### config.mk
export PLATFORM = sky130hd
export DESIGN_NAME = jerk_limited_stopping_distance_flat
export DESIGN_NICKNAME = d
export VERILOG_FILES = /design/src/hdl/jlsd_pkg.sv /design/src/hdl/jlsd_if.sv /design/src/hdl/jlsd_mul.sv /design/src/hdl/jlsd_div.sv /design/src/hdl/jerk_limited_stopping_distance.sv /design/src/flat_wrapper.sv
export SDC_FILE = /design/constraint.sdc
export NUM_CORES = 2
export LEC_CHECK = 0
export BUFFER_PORTS_ARGS = -buffer_cell sky130_fd_sc_hd__buf_2
export CORE_MARGIN = 1
export CORE_UTILIZATION = 50
export CTS_BUF_LIST = sky130_fd_sc_hd__clkbuf_16
export DETAILED_ROUTE_END_ITERATION = 6
export PLACE_DENSITY = 0.69
export SYNTH_ARGS = -nofsm -noshare
export SYNTH_HDL_FRONTEND = slang
export SYNTH_SLANG_ARGS = --single-unit
### constraint.sdc
create_clock -name i_clk -period 28.9 [get_ports i_clk]
set_clock_uncertainty 0.05 [all_clocks]
set_input_delay 4.335 -clock i_clk [delete_from_list [all_inputs] [get_ports i_clk]]
set_output_delay 4.335 -clock i_clk [all_outputs]
set_load 0.005 [all_outputs]
### src/hdl/jlsd_pkg.sv
// Shared constants and register codes for the jerk-limited stopping distance block.
package jlsd_pkg;

    localparam int MAX_STEPS = 20000;
    localparam int FRAC_BITS = 16;
    localparam int DT_W      = 16;
    localparam int VAL_W     = 32;
    localparam int LIM_W     = 31;
    localparam int DIST_W    = 31 + FRAC_BITS;
    localparam int PROD_W    = 2 * VAL_W;
    localparam int DVD_W     = 2 * LIM_W;
    localparam int DVS_W     = VAL_W;
    localparam int DCNT_W    = $clog2(DVD_W + 1);
    localparam int CNT_W     = $clog2(MAX_STEPS + 1);
    localparam int ADDR_W    = 4;
    localparam int DATA_W    = 32;

    localparam logic [DIST_W-1:0] DIST_MAX = {DIST_W{1'b1}};

    localparam logic [LIM_W-1:0] ACCEL_RST = LIM_W'(655360);
    localparam logic [LIM_W-1:0] JERK_RST  = LIM_W'(6553600);
    localparam logic [LIM_W-1:0] VLIM_RST  = {LIM_W{1'b1}};
    localparam logic [DT_W-1:0]  DT_RST    = DT_W'(1311);

    localparam logic [1:0] REG_ACCEL = 2'd0;
    localparam logic [1:0] REG_JERK  = 2'd1;
    localparam logic [1:0] REG_VLIM  = 2'd2;
    localparam logic [1:0] REG_DT    = 2'd3;

endpackage

### src/hdl/jlsd_if.sv
// Valid/ready channel interfaces for the command and result streams.
interface jlsd_in_if;
    logic                                valid;
    logic                                ready;
    logic signed [jlsd_pkg::VAL_W-1:0]   start_speed;
    logic signed [jlsd_pkg::VAL_W-1:0]   start_accel;
    logic                                floor_accel;

    modport source (output valid, output start_speed, output start_accel,
                    output floor_accel, input ready);
    modport sink   (input valid, input start_speed, input start_accel,
                    input floor_accel, output ready);
endinterface

interface jlsd_out_if;
    logic                          valid;
    logic                          ready;
    logic [jlsd_pkg::DIST_W-1:0]   stop_distance;

    modport source (output valid, output stop_distance, input ready);
    modport sink   (input valid, input stop_distance, output ready);
endinterface

### src/hdl/jlsd_mul.sv
// Shared unsigned multiplier with a registered product.
module jlsd_mul (
    input  logic                          i_clk,
    input  logic [jlsd_pkg::VAL_W-1:0]    i_a,
    input  logic [jlsd_pkg::VAL_W-1:0]    i_b,
    output logic [jlsd_pkg::PROD_W-1:0]   o_prod
);

    logic [jlsd_pkg::PROD_W-1:0] r_prod;

    always_ff @(posedge i_clk) begin
        r_prod <= jlsd_pkg::PROD_W'(i_a) * jlsd_pkg::PROD_W'(i_b);
    end

    assign o_prod = r_prod;

endmodule

### src/hdl/jlsd_div.sv
// Restoring divider that produces one quotient bit per cycle.
module jlsd_div (
    input  logic                          i_clk,
    input  logic                          i_rst_n,
    input  logic                          i_start,
    input  logic [jlsd_pkg::DVD_W-1:0]    i_dividend,
    input  logic [jlsd_pkg::DVS_W-1:0]    i_divisor,
    output logic                          o_done,
    output logic [jlsd_pkg::DVD_W-1:0]    o_quot
);

    logic                          r_busy;
    logic                          r_done;
    logic [jlsd_pkg::DCNT_W-1:0]   r_cnt;
    logic [jlsd_pkg::DVS_W-1:0]    r_rem;
    logic [jlsd_pkg::DVS_W-1:0]    r_dvs;
    logic [jlsd_pkg::DVD_W-1:0]    r_quo;
    logic [jlsd_pkg::DVS_W:0]      trial;
    logic [jlsd_pkg::DVS_W:0]      diff;
    logic                          ge;
    logic [jlsd_pkg::DVS_W-1:0]    n_rem;

    always_comb begin
        trial = {r_rem, r_quo[jlsd_pkg::DVD_W-1]};
        ge    = trial >= {1'b0, r_dvs};
        diff  = trial - {1'b0, r_dvs};
        n_rem = ge ? diff[jlsd_pkg::DVS_W-1:0] : trial[jlsd_pkg::DVS_W-1:0];
    end

    always_ff @(posedge i_clk) begin
        if (!i_rst_n) begin
            r_busy <= 1'b0;
            r_done <= 1'b0;
        end else begin
            r_done <= 1'b0;
            if (i_start) begin
                r_busy <= 1'b1;
            end else if (r_busy && r_cnt == jlsd_pkg::DCNT_W'(1)) begin
                r_busy <= 1'b0;
                r_done <= 1'b1;
            end
        end
    end

    always_ff @(posedge i_clk) begin
        if (i_start) begin
            r_rem <= '0;
            r_quo <= i_dividend;
            r_dvs <= i_divisor;
            r_cnt <= jlsd_pkg::DCNT_W'(jlsd_pkg::DVD_W);
        end else if (r_busy) begin
            r_rem <= n_rem;
            r_quo <= {r_quo[jlsd_pkg::DVD_W-2:0], ge};
            r_cnt <= r_cnt - jlsd_pkg::DCNT_W'(1);
        end
    end

    assign o_done = r_done;
    assign o_quot = r_quo;

endmodule

### src/hdl/jerk_limited_stopping_distance.sv
// Top level: jerk-limited stopping distance with a stepping sequencer around one multiplier.
// Sequence: S_LD and S_JT load, then each time step runs S_SQ, S_TH, S_JD, S_AN, S_AM,
// S_VN, S_AC before the jerk-down phase and S_AN, S_AM, S_VN, S_AC after it, up to MAX_STEPS
// steps; S_VV, S_DS and S_DW run when the last piece needs the 62-bit divider, then S_FIN
// loads the output register. One item at a time: a command is taken only in S_IDLE.
// Reset is synchronous and active low: it restores register defaults and idles the sequencer.
module jerk_limited_stopping_distance (
    input  logic                          i_clk,
    input  logic                          i_rst_n,
    input  logic                          psel,
    input  logic                          penable,
    input  logic                          pwrite,
    input  logic [jlsd_pkg::ADDR_W-1:0]   paddr,
    input  logic [jlsd_pkg::DATA_W-1:0]   pwdata,
    output logic [jlsd_pkg::DATA_W-1:0]   prdata,
    output logic                          pready,
    jlsd_in_if.sink                       i_cmd,
    jlsd_out_if.source                    o_res
);

    localparam logic [3:0] S_IDLE = 4'd0;
    localparam logic [3:0] S_LD   = 4'd1;
    localparam logic [3:0] S_JT   = 4'd2;
    localparam logic [3:0] S_SQ   = 4'd3;
    localparam logic [3:0] S_TH   = 4'd4;
    localparam logic [3:0] S_JD   = 4'd5;
    localparam logic [3:0] S_AN   = 4'd6;
    localparam logic [3:0] S_AM   = 4'd7;
    localparam logic [3:0] S_VN   = 4'd8;
    localparam logic [3:0] S_AC   = 4'd9;
    localparam logic [3:0] S_VV   = 4'd10;
    localparam logic [3:0] S_DS   = 4'd11;
    localparam logic [3:0] S_DW   = 4'd12;
    localparam logic [3:0] S_FIN  = 4'd13;

    localparam logic signed [33:0] S32_MAX = 34'sd2147483647;
    localparam logic signed [33:0] S32_MIN = -34'sd2147483648;

    function automatic logic signed [31:0] sat32(input logic signed [33:0] x);
        logic signed [33:0] y;
        begin
            y = x;
            if (x > S32_MAX) y = S32_MAX;
            if (x < S32_MIN) y = S32_MIN;
            return y[31:0];
        end
    endfunction

    function automatic logic [jlsd_pkg::DIST_W-1:0] add_dist(
        input logic [jlsd_pkg::DIST_W-1:0] d,
        input logic [jlsd_pkg::PROD_W-1:0] t
    );
        logic [jlsd_pkg::DIST_W:0] s;
        begin
            s = {1'b0, d} + {1'b0, t[jlsd_pkg::DIST_W-1:0]};
            if ((|t[jlsd_pkg::PROD_W-1:jlsd_pkg::DIST_W]) || s[jlsd_pkg::DIST_W]) begin
                return jlsd_pkg::DIST_MAX;
            end
            return s[jlsd_pkg::DIST_W-1:0];
        end
    endfunction

    logic [3:0]                        r_state;
    logic [3:0]                        n_state;
    logic [jlsd_pkg::LIM_W-1:0]        r_accel;
    logic [jlsd_pkg::LIM_W-1:0]        r_jerk;
    logic [jlsd_pkg::LIM_W-1:0]        r_vlim;
    logic [jlsd_pkg::DT_W-1:0]         r_dt;
    logic                              r_ovalid;
    logic [jlsd_pkg::DIST_W-1:0]       r_res;

    logic [jlsd_pkg::LIM_W-1:0]        r_v;
    logic signed [31:0]                r_a;
    logic [31:0]                       r_amag;
    logic                              r_jdn;
    logic [jlsd_pkg::LIM_W-1:0]        r_jdt;
    logic [jlsd_pkg::PROD_W-1:0]       r_sq;
    logic signed [31:0]                r_an;
    logic [31:0]                       r_anmag;
    logic signed [31:0]                r_vn;
    logic                              r_stop;
    logic [jlsd_pkg::CNT_W-1:0]        r_cnt;
    logic [jlsd_pkg::DIST_W-1:0]       r_acc;

    logic                              cfg_wr;
    logic                              accept;
    logic                              fin_load;
    logic signed [31:0]                a_in;
    logic [31:0]                       mul_a;
    logic [31:0]                       mul_b;
    logic [jlsd_pkg::PROD_W-1:0]       prod;
    logic                              div_start;
    logic                              div_done;
    logic [jlsd_pkg::DVD_W-1:0]        quot;
    logic signed [33:0]                target;
    logic signed [33:0]                a34;
    logic signed [33:0]                jdt34;
    logic signed [33:0]                an34;
    logic signed [31:0]                an_sat;
    logic [31:0]                       an_mag;
    logic signed [33:0]                v34;
    logic signed [33:0]                delta;
    logic signed [33:0]                vs;
    logic signed [31:0]                vn;
    logic                              stop;
    logic [jlsd_pkg::PROD_W-1:0]       add_t;
    logic [jlsd_pkg::DIST_W-1:0]       acc_sum;
    logic                              last_step;

    assign pready   = 1'b1;
    assign cfg_wr   = psel && penable && pwrite && pready;
    assign accept   = i_cmd.valid && i_cmd.ready;
    assign fin_load = (r_state == S_FIN) && (!r_ovalid || o_res.ready);

    assign i_cmd.ready         = (r_state == S_IDLE);
    assign o_res.valid         = r_ovalid;
    assign o_res.stop_distance = r_res;

    always_comb begin
        unique case (paddr[3:2])
            jlsd_pkg::REG_ACCEL: prdata = jlsd_pkg::DATA_W'(r_accel);
            jlsd_pkg::REG_JERK:  prdata = jlsd_pkg::DATA_W'(r_jerk);
            jlsd_pkg::REG_VLIM:  prdata = jlsd_pkg::DATA_W'(r_vlim);
            jlsd_pkg::REG_DT:    prdata = jlsd_pkg::DATA_W'(r_dt);
            default:             prdata = '0;
        endcase
    end

    assign a_in = (i_cmd.floor_accel && i_cmd.start_accel <= 0) ? 32'sd0 : i_cmd.start_accel;

    always_comb begin
        unique case (r_state)
            S_LD: begin
                mul_a = 32'(r_jerk);
                mul_b = 32'(r_dt);
            end
            S_SQ: begin
                mul_a = r_amag;
                mul_b = r_amag;
            end
            S_TH: begin
                mul_a = 32'(r_v);
                mul_b = {r_jerk, 1'b0};
            end
            S_AM: begin
                mul_a = r_anmag;
                mul_b = 32'(r_dt);
            end
            S_VN: begin
                mul_a = 32'(r_v);
                mul_b = 32'(r_dt);
            end
            S_VV: begin
                mul_a = 32'(r_v);
                mul_b = 32'(r_v);
            end
            default: begin
                mul_a = '0;
                mul_b = '0;
            end
        endcase
    end

    jlsd_mul u_mul (
        .i_clk  (i_clk),
        .i_a    (mul_a),
        .i_b    (mul_b),
        .o_prod (prod)
    );

    assign div_start = (r_state == S_DS);

    jlsd_div u_div (
        .i_clk      (i_clk),
        .i_rst_n    (i_rst_n),
        .i_start    (div_start),
        .i_dividend (prod[jlsd_pkg::DVD_W-1:0]),
        .i_divisor  (r_anmag),
        .o_done     (div_done),
        .o_quot     (quot)
    );

    // Next acceleration: ramp toward the limit, or back toward zero once jerk-down is latched.
    always_comb begin
        target = -$signed({3'b000, r_accel});
        a34    = {{2{r_a[31]}}, r_a};
        jdt34  = $signed({3'b000, r_jdt});
        if (!r_jdn) begin
            an34 = (a34 > target) ? (a34 - jdt34) : a34;
            if (an34 < target) begin
                an34 = target;
            end
        end else begin
            an34 = r_a[31] ? (a34 + jdt34) : a34;
        end
        an_sat = sat32(an34);
        an_mag = an_sat[31] ? (~an_sat + 32'd1) : an_sat;
    end

    always_comb begin
        v34   = $signed({3'b000, r_v});
        delta = $signed({3'b000, prod[jlsd_pkg::DT_W +: jlsd_pkg::LIM_W]});
        vs    = r_an[31] ? (v34 - delta) : (v34 + delta);
        if (!r_jdn && vs > $signed({3'b000, r_vlim})) begin
            vs = $signed({3'b000, r_vlim});
        end
        vn   = sat32(vs);
        stop = (vn <= 0) || (r_jdn && r_a > 0);
    end

    always_comb begin
        if (r_state == S_DW) begin
            add_t = jlsd_pkg::PROD_W'(quot);
        end else begin
            add_t = jlsd_pkg::PROD_W'(prod[jlsd_pkg::DT_W +: jlsd_pkg::LIM_W]);
        end
        acc_sum   = add_dist(r_acc, add_t);
        last_step = (r_cnt == jlsd_pkg::CNT_W'(jlsd_pkg::MAX_STEPS - 1));
    end

    always_comb begin
        n_state = r_state;
        unique case (r_state)
            S_IDLE: if (accept) begin
                n_state = (i_cmd.start_speed <= 0) ? S_FIN : S_LD;
            end
            S_LD:   n_state = S_JT;
            S_JT:   n_state = r_jdn ? S_AN : S_SQ;
            S_SQ:   n_state = S_TH;
            S_TH:   n_state = S_JD;
            S_JD:   n_state = S_AN;
            S_AN:   n_state = S_AM;
            S_AM:   n_state = S_VN;
            S_VN:   n_state = S_AC;
            S_AC: begin
                if (r_stop && r_an[31]) begin
                    n_state = S_VV;
                end else if (r_stop || last_step) begin
                    n_state = S_FIN;
                end else begin
                    n_state = r_jdn ? S_AN : S_SQ;
                end
            end
            S_VV:   n_state = S_DS;
            S_DS:   n_state = S_DW;
            S_DW:   if (div_done) begin
                n_state = S_FIN;
            end
            S_FIN:  if (fin_load) begin
                n_state = S_IDLE;
            end
            default: n_state = S_IDLE;
        endcase
    end

    always_ff @(posedge i_clk) begin
        if (!i_rst_n) begin
            r_state  <= S_IDLE;
            r_ovalid <= 1'b0;
            r_accel  <= jlsd_pkg::ACCEL_RST;
            r_jerk   <= jlsd_pkg::JERK_RST;
            r_vlim   <= jlsd_pkg::VLIM_RST;
            r_dt     <= jlsd_pkg::DT_RST;
        end else begin
            r_state <= n_state;
            if (fin_load) begin
                r_ovalid <= 1'b1;
            end else if (o_res.ready) begin
                r_ovalid <= 1'b0;
            end
            if (cfg_wr) begin
                unique case (paddr[3:2])
                    jlsd_pkg::REG_ACCEL: r_accel <= pwdata[jlsd_pkg::LIM_W-1:0];
                    jlsd_pkg::REG_JERK:  r_jerk  <= pwdata[jlsd_pkg::LIM_W-1:0];
                    jlsd_pkg::REG_VLIM:  r_vlim  <= pwdata[jlsd_pkg::LIM_W-1:0];
                    jlsd_pkg::REG_DT:    r_dt    <= pwdata[jlsd_pkg::DT_W-1:0];
                    default: ;
                endcase
            end
        end
    end

    always_ff @(posedge i_clk) begin
        case (r_state)
            S_IDLE: if (accept) begin
                r_v    <= i_cmd.start_speed[jlsd_pkg::LIM_W-1:0];
                r_a    <= a_in;
                r_amag <= a_in[31] ? (~a_in + 32'd1) : a_in;
                r_jdn  <= (r_jerk == '0);
                r_cnt  <= '0;
                r_acc  <= '0;
            end
            S_JT: r_jdt <= prod[jlsd_pkg::DT_W +: jlsd_pkg::LIM_W];
            S_TH: r_sq  <= prod;
            S_JD: r_jdn <= (prod <= r_sq);
            S_AN: begin
                r_an    <= an_sat;
                r_anmag <= an_mag;
            end
            S_VN: begin
                r_vn   <= vn;
                r_stop <= stop;
            end
            S_AC: if (!(r_stop && r_an[31])) begin
                r_acc  <= acc_sum;
                r_v    <= r_vn[jlsd_pkg::LIM_W-1:0];
                r_a    <= r_an;
                r_amag <= r_anmag;
                r_cnt  <= r_cnt + jlsd_pkg::CNT_W'(1);
            end
            S_DW: if (div_done) begin
                r_acc <= acc_sum;
            end
            S_FIN: if (fin_load) begin
                r_res <= r_acc;
            end
            default: ;
        endcase
    end

`ifndef SYNTHESIS
    a_div_done_in_wait: assert property (@(posedge i_clk) disable iff (!i_rst_n)
        div_done |-> (r_state == S_DW))
        else $error("Divider finished outside the wait state.");

    a_step_cap: assert property (@(posedge i_clk) disable iff (!i_rst_n)
        (r_state == S_AN) |-> (r_cnt < jlsd_pkg::CNT_W'(jlsd_pkg::MAX_STEPS)))
        else $error("Step counter passed the step cap.");

    a_speed_positive: assert property (@(posedge i_clk) disable iff (!i_rst_n)
        (r_state == S_AN || r_state == S_SQ) |-> (r_v != '0))
        else $error("Stepping with a speed of zero.");

    a_accel_floor: assert property (@(posedge i_clk) disable iff (!i_rst_n)
        (r_state == S_AM && !r_jdn) |-> ($signed({{2{r_an[31]}}, r_an}) >= target))
        else $error("Acceleration below the limit during the ramp phase.");
`endif

endmodule
### src/flat_wrapper.sv
// flat-port wrapper written by rule: the top's interface ports become plain ports
module jerk_limited_stopping_distance_flat 
  (i_clk, i_rst_n, psel, penable, pwrite, paddr, pwdata, prdata, pready, i_cmd_valid, i_cmd_start_speed, i_cmd_start_accel, i_cmd_floor_accel, i_cmd_ready, o_res_valid, o_res_stop_distance, o_res_ready);
  jlsd_in_if i_cmd_i ();
  jlsd_out_if o_res_i ();
  input  logic i_clk;
  input  logic i_rst_n;
  input  logic psel;
  input  logic penable;
  input  logic pwrite;
  input  logic [jlsd_pkg::ADDR_W-1:0] paddr;
  input  logic [jlsd_pkg::DATA_W-1:0] pwdata;
  output logic [jlsd_pkg::DATA_W-1:0] prdata;
  output logic pready;
  input wire logic [$bits(i_cmd_i.valid)-1:0] i_cmd_valid;
  input wire logic [$bits(i_cmd_i.start_speed)-1:0] i_cmd_start_speed;
  input wire logic [$bits(i_cmd_i.start_accel)-1:0] i_cmd_start_accel;
  input wire logic [$bits(i_cmd_i.floor_accel)-1:0] i_cmd_floor_accel;
  output wire logic [$bits(i_cmd_i.ready)-1:0] i_cmd_ready;
  output wire logic [$bits(o_res_i.valid)-1:0] o_res_valid;
  output wire logic [$bits(o_res_i.stop_distance)-1:0] o_res_stop_distance;
  input wire logic [$bits(o_res_i.ready)-1:0] o_res_ready;
  assign i_cmd_i.valid = i_cmd_valid;
  assign i_cmd_i.start_speed = i_cmd_start_speed;
  assign i_cmd_i.start_accel = i_cmd_start_accel;
  assign i_cmd_i.floor_accel = i_cmd_floor_accel;
  assign i_cmd_ready = i_cmd_i.ready;
  assign o_res_valid = o_res_i.valid;
  assign o_res_stop_distance = o_res_i.stop_distance;
  assign o_res_i.ready = o_res_ready;
  jerk_limited_stopping_distance u_core (.i_clk(i_clk), .i_rst_n(i_rst_n), .psel(psel), .penable(penable), .pwrite(pwrite), .paddr(paddr), .pwdata(pwdata), .prdata(prdata), .pready(pready), .i_cmd(i_cmd_i), .o_res(o_res_i));
endmodule
==> impl_summary.log <==
INFO  metric layout.core_utilization = between 50 and 60%
INFO  metric via_per_inst = a little over 6
INFO  metric most_frequent_standard_cell_in_the_layout_excluding_fill_and_tap_cells = sky130_fd_sc_hd__nand2_1
INFO  metric core_area = about 150,000 um2
INFO  metric clock_root_buffer = sky130_fd_sc_hd__clkbuf_16
INFO  metric chipHeight = about 390 um
INFO  metric detailedRoute.firstIterationViolations = about 7,600
INFO  metric post_cts.resized_instances = 0
INFO  metric grt_max_degree = 105
INFO  metric worst_setup_path_endpoint = u_core.u_mul.o_prod[63]$_DFF_P_
INFO  metric cp_slowest_stage_delay = just under 1 ns
INFO  metric edff_count_synth = slightly below 500
INFO  metric startpoint_class_of_the_critical_path = flop
INFO  metric number_of_detailed_routing_iterations_run_before_antenna_repair = 7
INFO  metric critical_path.reg2reg.startpoint = u_core.r_state[0]$_SDFFE_PN0P_
INFO  metric avgSynthCellArea = between 8 and 9 um2
INFO  metric dp_hpwl = around 220 mm
INFO  metric dominant_register_cell_in_the_synthesized_netlist = sky130_fd_sc_hd__edfxtp_1
INFO  metric timing.final.crit_share = about 47%
INFO  metric cts_made_buffers = 79
INFO  metric place_congestion = ~1.1
INFO  metric crit_slowest_cell = sky130_fd_sc_hd__a222oi_1
INFO  metric synthesis.nets = between 10,000 and 15,000
INFO  metric top_level_ports = 190
INFO  metric max_freq = 73.8 MHz
INFO  metric layout_min_cycle_time = between 10 and 15 ns
INFO  metric max_slew_margin = approximately 5%
INFO  metric dr_total_vias = 65,500
INFO  metric wirelength = around 280 mm
INFO  metric maxCapViolCount = 0
INFO  metric setup_viol = 0
INFO  metric power.leakage = 37.0 nW
INFO  metric area_of_the_die = 156,000 um2
INFO  metric synthArstFlopShare = 0%
INFO  metric cts_setup_buffers = 0
INFO  metric power.density = roughly 100 nW/um2
INFO  metric drt.antenna.violating_nets = 0
INFO  metric worst_slew_pin_slew = about 1.4 ns
INFO  metric net-switching-power = ~0.0045 W
INFO  metric worstRegToRegCells = 38
INFO  metric multiInputGateArea = a little over 50,000 um2
INFO  metric hold_path.class = reg2reg
INFO  metric final-max-slew-violation-count = 0
INFO  metric clkTransAtPathRegs = about 0.06 ns
INFO  metric nets_final = between 10,000 and 15,000
INFO  metric largest_fanout_on_the_critical_path = about 60
INFO  metric netlist_area = ~77,000 um2
INFO  metric endpoint_kind = flop
INFO  metric clock_group_share_of_total_power = roughly 12%
INFO  metric power_frac_seq = between 20% and 30%
INFO  metric flop_and_latch_count_out_of_synthesis = around 700
INFO  metric worst_path_required_time = approximately 29 ns
INFO  metric drive_above_1_share = under 10%
INFO  metric rsz0062_at_grt = false
INFO  metric port_buffers = ~180
INFO  metric clk_sink_count = between 700 and 800
INFO  metric layout-area-overhead-vs-synth = 7.43%
INFO  metric first_global_vias = around 63,000
INFO  metric antenna_violations_before_repair = 27
INFO  metric cts_hold_buffers = 0
INFO  metric most-common-layout-cells = sky130_fd_sc_hd__nand2_1 (1,733), sky130_fd_sc_hd__inv_1 (1,311), sky130_fd_sc_hd__fa_1 (902)
INFO  metric regToRegEndpoint = u_core.u_mul.o_prod[63]$_DFF_P_
INFO  metric synth_cell_type_count = 102
INFO  metric totalNegativeSetupSlack = 0 ns
INFO  metric cts.path.max_buffers = 3
INFO  metric switching_share = a little over half
INFO  metric regArea = 19,000 um2
INFO  metric cts_tree = built
INFO  metric finalHoldViolCount = 0
INFO  metric grt-ovfl-total = 0
INFO  metric clkLatencyLatePin = roughly 0.7 ns
INFO  metric peakVddDrop = approximately 0.085 mV
INFO  metric timing.critical_path.arrival = around 14 ns
INFO  metric die_w = approximately 390 um
INFO  metric overall_track_demand_over_capacity_in_global_routing = around 36%
INFO  metric h-tree-depth = 3
INFO  metric layout.filler_cells = between 10,000 and 15,000
INFO  metric timing.setup.critical_path_class = reg2reg
INFO  metric fp-row-count = between 100 and 150
INFO  metric crit_path_top_cell_by_count = sky130_fd_sc_hd__fa_1
INFO  metric floorplan.initialDensity = 50.5%
INFO  metric failed_checks = DRC
INFO  metric detail_route.drc_violations = 35
INFO  metric yosys_warnings = 0
INFO  metric synth-seq-area-share = approximately 25%
INFO  metric number_of_standard_cells_after_synthesis = 8,695
INFO  metric power.combinational.fraction = 65.8%
INFO  metric p_int = about 0.0038 W
INFO  metric critPathLaunch = u_core.r_state[0]$_SDFFE_PN0P_
INFO  metric outcome = complete, but fails checks
INFO  metric avgRoutedWirePerCell = roughly 26 um
INFO  metric regToRegSetupSlack = 15.36 ns
INFO  metric grt_pass1_wl = between 400 and 500 mm
-- power by group through the flow --
stage                     Combinational [W]  Clock [W]  Sequential [W]
after global routing                0.00586    0.00104         0.00182
after floorplan                     0.00355          0         0.00165
after detailed placement            0.00524          0         0.00181
after CTS                           0.00528    0.00101         0.00179
after global placement              0.00514          0         0.00181
final                               0.00543    0.00100         0.00182
-- synth_stat cells (24+ instances only) --
cell                       instances  area, um2
sky130_fd_sc_hd__a21oi_1         434       2170
sky130_fd_sc_hd__a21o_1           99        743
sky130_fd_sc_hd__nand3_1         111        556
sky130_fd_sc_hd__nor2b_1          61        382
sky130_fd_sc_hd__nor3_1           86        430
sky130_fd_sc_hd__nand2b_1         77        482
sky130_fd_sc_hd__edfxtp_1        488      14700
sky130_fd_sc_hd__and4_1           27        236
sky130_fd_sc_hd__a211oi_1         38        285
sky130_fd_sc_hd__a21boi_0         83        623
sky130_fd_sc_hd__xnor2_1         186       1630
sky130_fd_sc_hd__or3_1            43        269
sky130_fd_sc_hd__dfxtp_1         218       4360
sky130_fd_sc_hd__ha_1            630       7880
sky130_fd_sc_hd__o21bai_1         35        263
sky130_fd_sc_hd__a31oi_1          66        413
sky130_fd_sc_hd__o211ai_1         70        526
sky130_fd_sc_hd__buf_1            25       93.8
sky130_fd_sc_hd__o21a_1           49        368
sky130_fd_sc_hd__nor4_1           59        369
sky130_fd_sc_hd__o31ai_1          36        270
sky130_fd_sc_hd__and3_1           28        175
sky130_fd_sc_hd__a222oi_1         24        240
sky130_fd_sc_hd__and2_1           55        344
sky130_fd_sc_hd__mux2i_1          42        420
sky130_fd_sc_hd__xor2_1           97        850
sky130_fd_sc_hd__nand2_1        1740       6530
sky130_fd_sc_hd__fa_1            902      18100
sky130_fd_sc_hd__clkbuf_1        367       1380
sky130_fd_sc_hd__inv_1          1302       4890
sky130_fd_sc_hd__nor2_1          436       1640
sky130_fd_sc_hd__o21ai_0         381       1910
sky130_fd_sc_hd__nand4_1          78        488
-- layer usage --
metal	routed length, um	GRT usage [%]
met1	112000	48.9
met2	118000	52.4
met3	37300	11.2
met4	15000	16.5
met5	51	0
-- kinds of logic after synthesis --
family / share of synthesized area (%)
and+or+nand+nor: 16.1
other: 0.00975
adders and majority gates: 33.9
AOI/OAI and AO/OA: 12.4
muxes: 1.21
xor gates and xnor gates: 3.27
buffers and inverters: 8.42
DFF: 24.7
-- sequential cells by signal (all words and copies together) (netlist names), 4 cells and up --
| register | cells |
|---|---|
| u_core.r_dt | 16 |
| u_core.u_mul.o_prod | 64 |
| u_core.r_v | 31 |
| u_core.r_state | 4 |
| u_core.r_jerk | 31 |
| u_core.r_an | 31 |
| u_core.r_amag | 32 |
| u_core.u_div.r_rem | 32 |
| u_core.r_a | 31 |
| u_core.r_anmag | 32 |
| u_core.r_accel | 31 |
| u_core.o_res.stop_distance | 47 |
| u_core.u_div.r_cnt | 6 |
| u_core.r_cnt | 15 |
| u_core.r_vlim | 31 |
| u_core.r_vn | 31 |
| u_core.r_jdt | 31 |
| u_core.r_sq | 64 |
| u_core.u_div.r_dvs | 32 |
| u_core.u_div.o_quot | 62 |
| u_core.r_acc | 47 |
-- stage by stage --
step | std cells | area (um2) | hold WS [ns] | worst slack [ns] | total power [W]
floorplan | 8695 | 77000 | 0.365 | 17.65 | 0.00520
global placement | 10700 | 80200 | 0.392 | 15.97 | 0.00695
detailed placement | 10700 | 80200 | 0.393 | 15.76 | 0.00705
CTS | 10800 | 82700 | 0.410 | 15.72 | 0.00808
global route | 10800 | 82700 | 0.416 | 15.01 | 0.00873
finish | 10800 | 82700 | 0.413 | 15.36 | 0.00825
-- worst max-delay path, delay by kind of cell, from the launching register on --
| family | cells | cell delay, ns |
|---|---|---|
| and+or+nand+nor | 7 | 2.56 |
| AOI/OAI and AO/OA | 13 | 4.49 |
| DFF | 1 | 0.64 |
| buffers and inverters | 8 | 1.26 |
| adders and majority gates | 9 | 4.21 |
| xor gates and xnor gates | 1 | 0.12 |
-- how the worst min path moves through the flow --
stage	slack, ns	depth (start not counted)	startpoint	endpoint
finish	0.41	0	u_core.u_mul.o_prod[63]$_DFF_P_	u_core.r_sq[63]$_DFFE_PN_
floorplan	0.36	0	u_core.u_mul.o_prod[62]$_DFF_P_	u_core.r_sq[62]$_DFFE_PN_
CTS	0.41	0	u_core.u_mul.o_prod[62]$_DFF_P_	u_core.r_sq[62]$_DFFE_PN_
global route	0.42	0	u_core.u_mul.o_prod[63]$_DFF_P_	u_core.r_sq[63]$_DFFE_PN_
detailed placement	0.39	0	u_core.u_mul.o_prod[62]$_DFF_P_	u_core.r_sq[62]$_DFFE_PN_
global placement	0.39	0	u_core.u_mul.o_prod[62]$_DFF_P_	u_core.r_sq[62]$_DFFE_PN_
-- final cells by class --
cell class	instances	share of cell area (%)
Tap cell	2030	3.07
Clock inverter	64	0.567
Sequential cell	706	23.0
Inverter	1304	5.92
Multi-Input combinational cell	6274	62.4
Clock buffer	81	2.45
Timing Repair Buffer	339	2.52
Antenna cell	11	0.0333
Power figures use the tool's default switching activity.
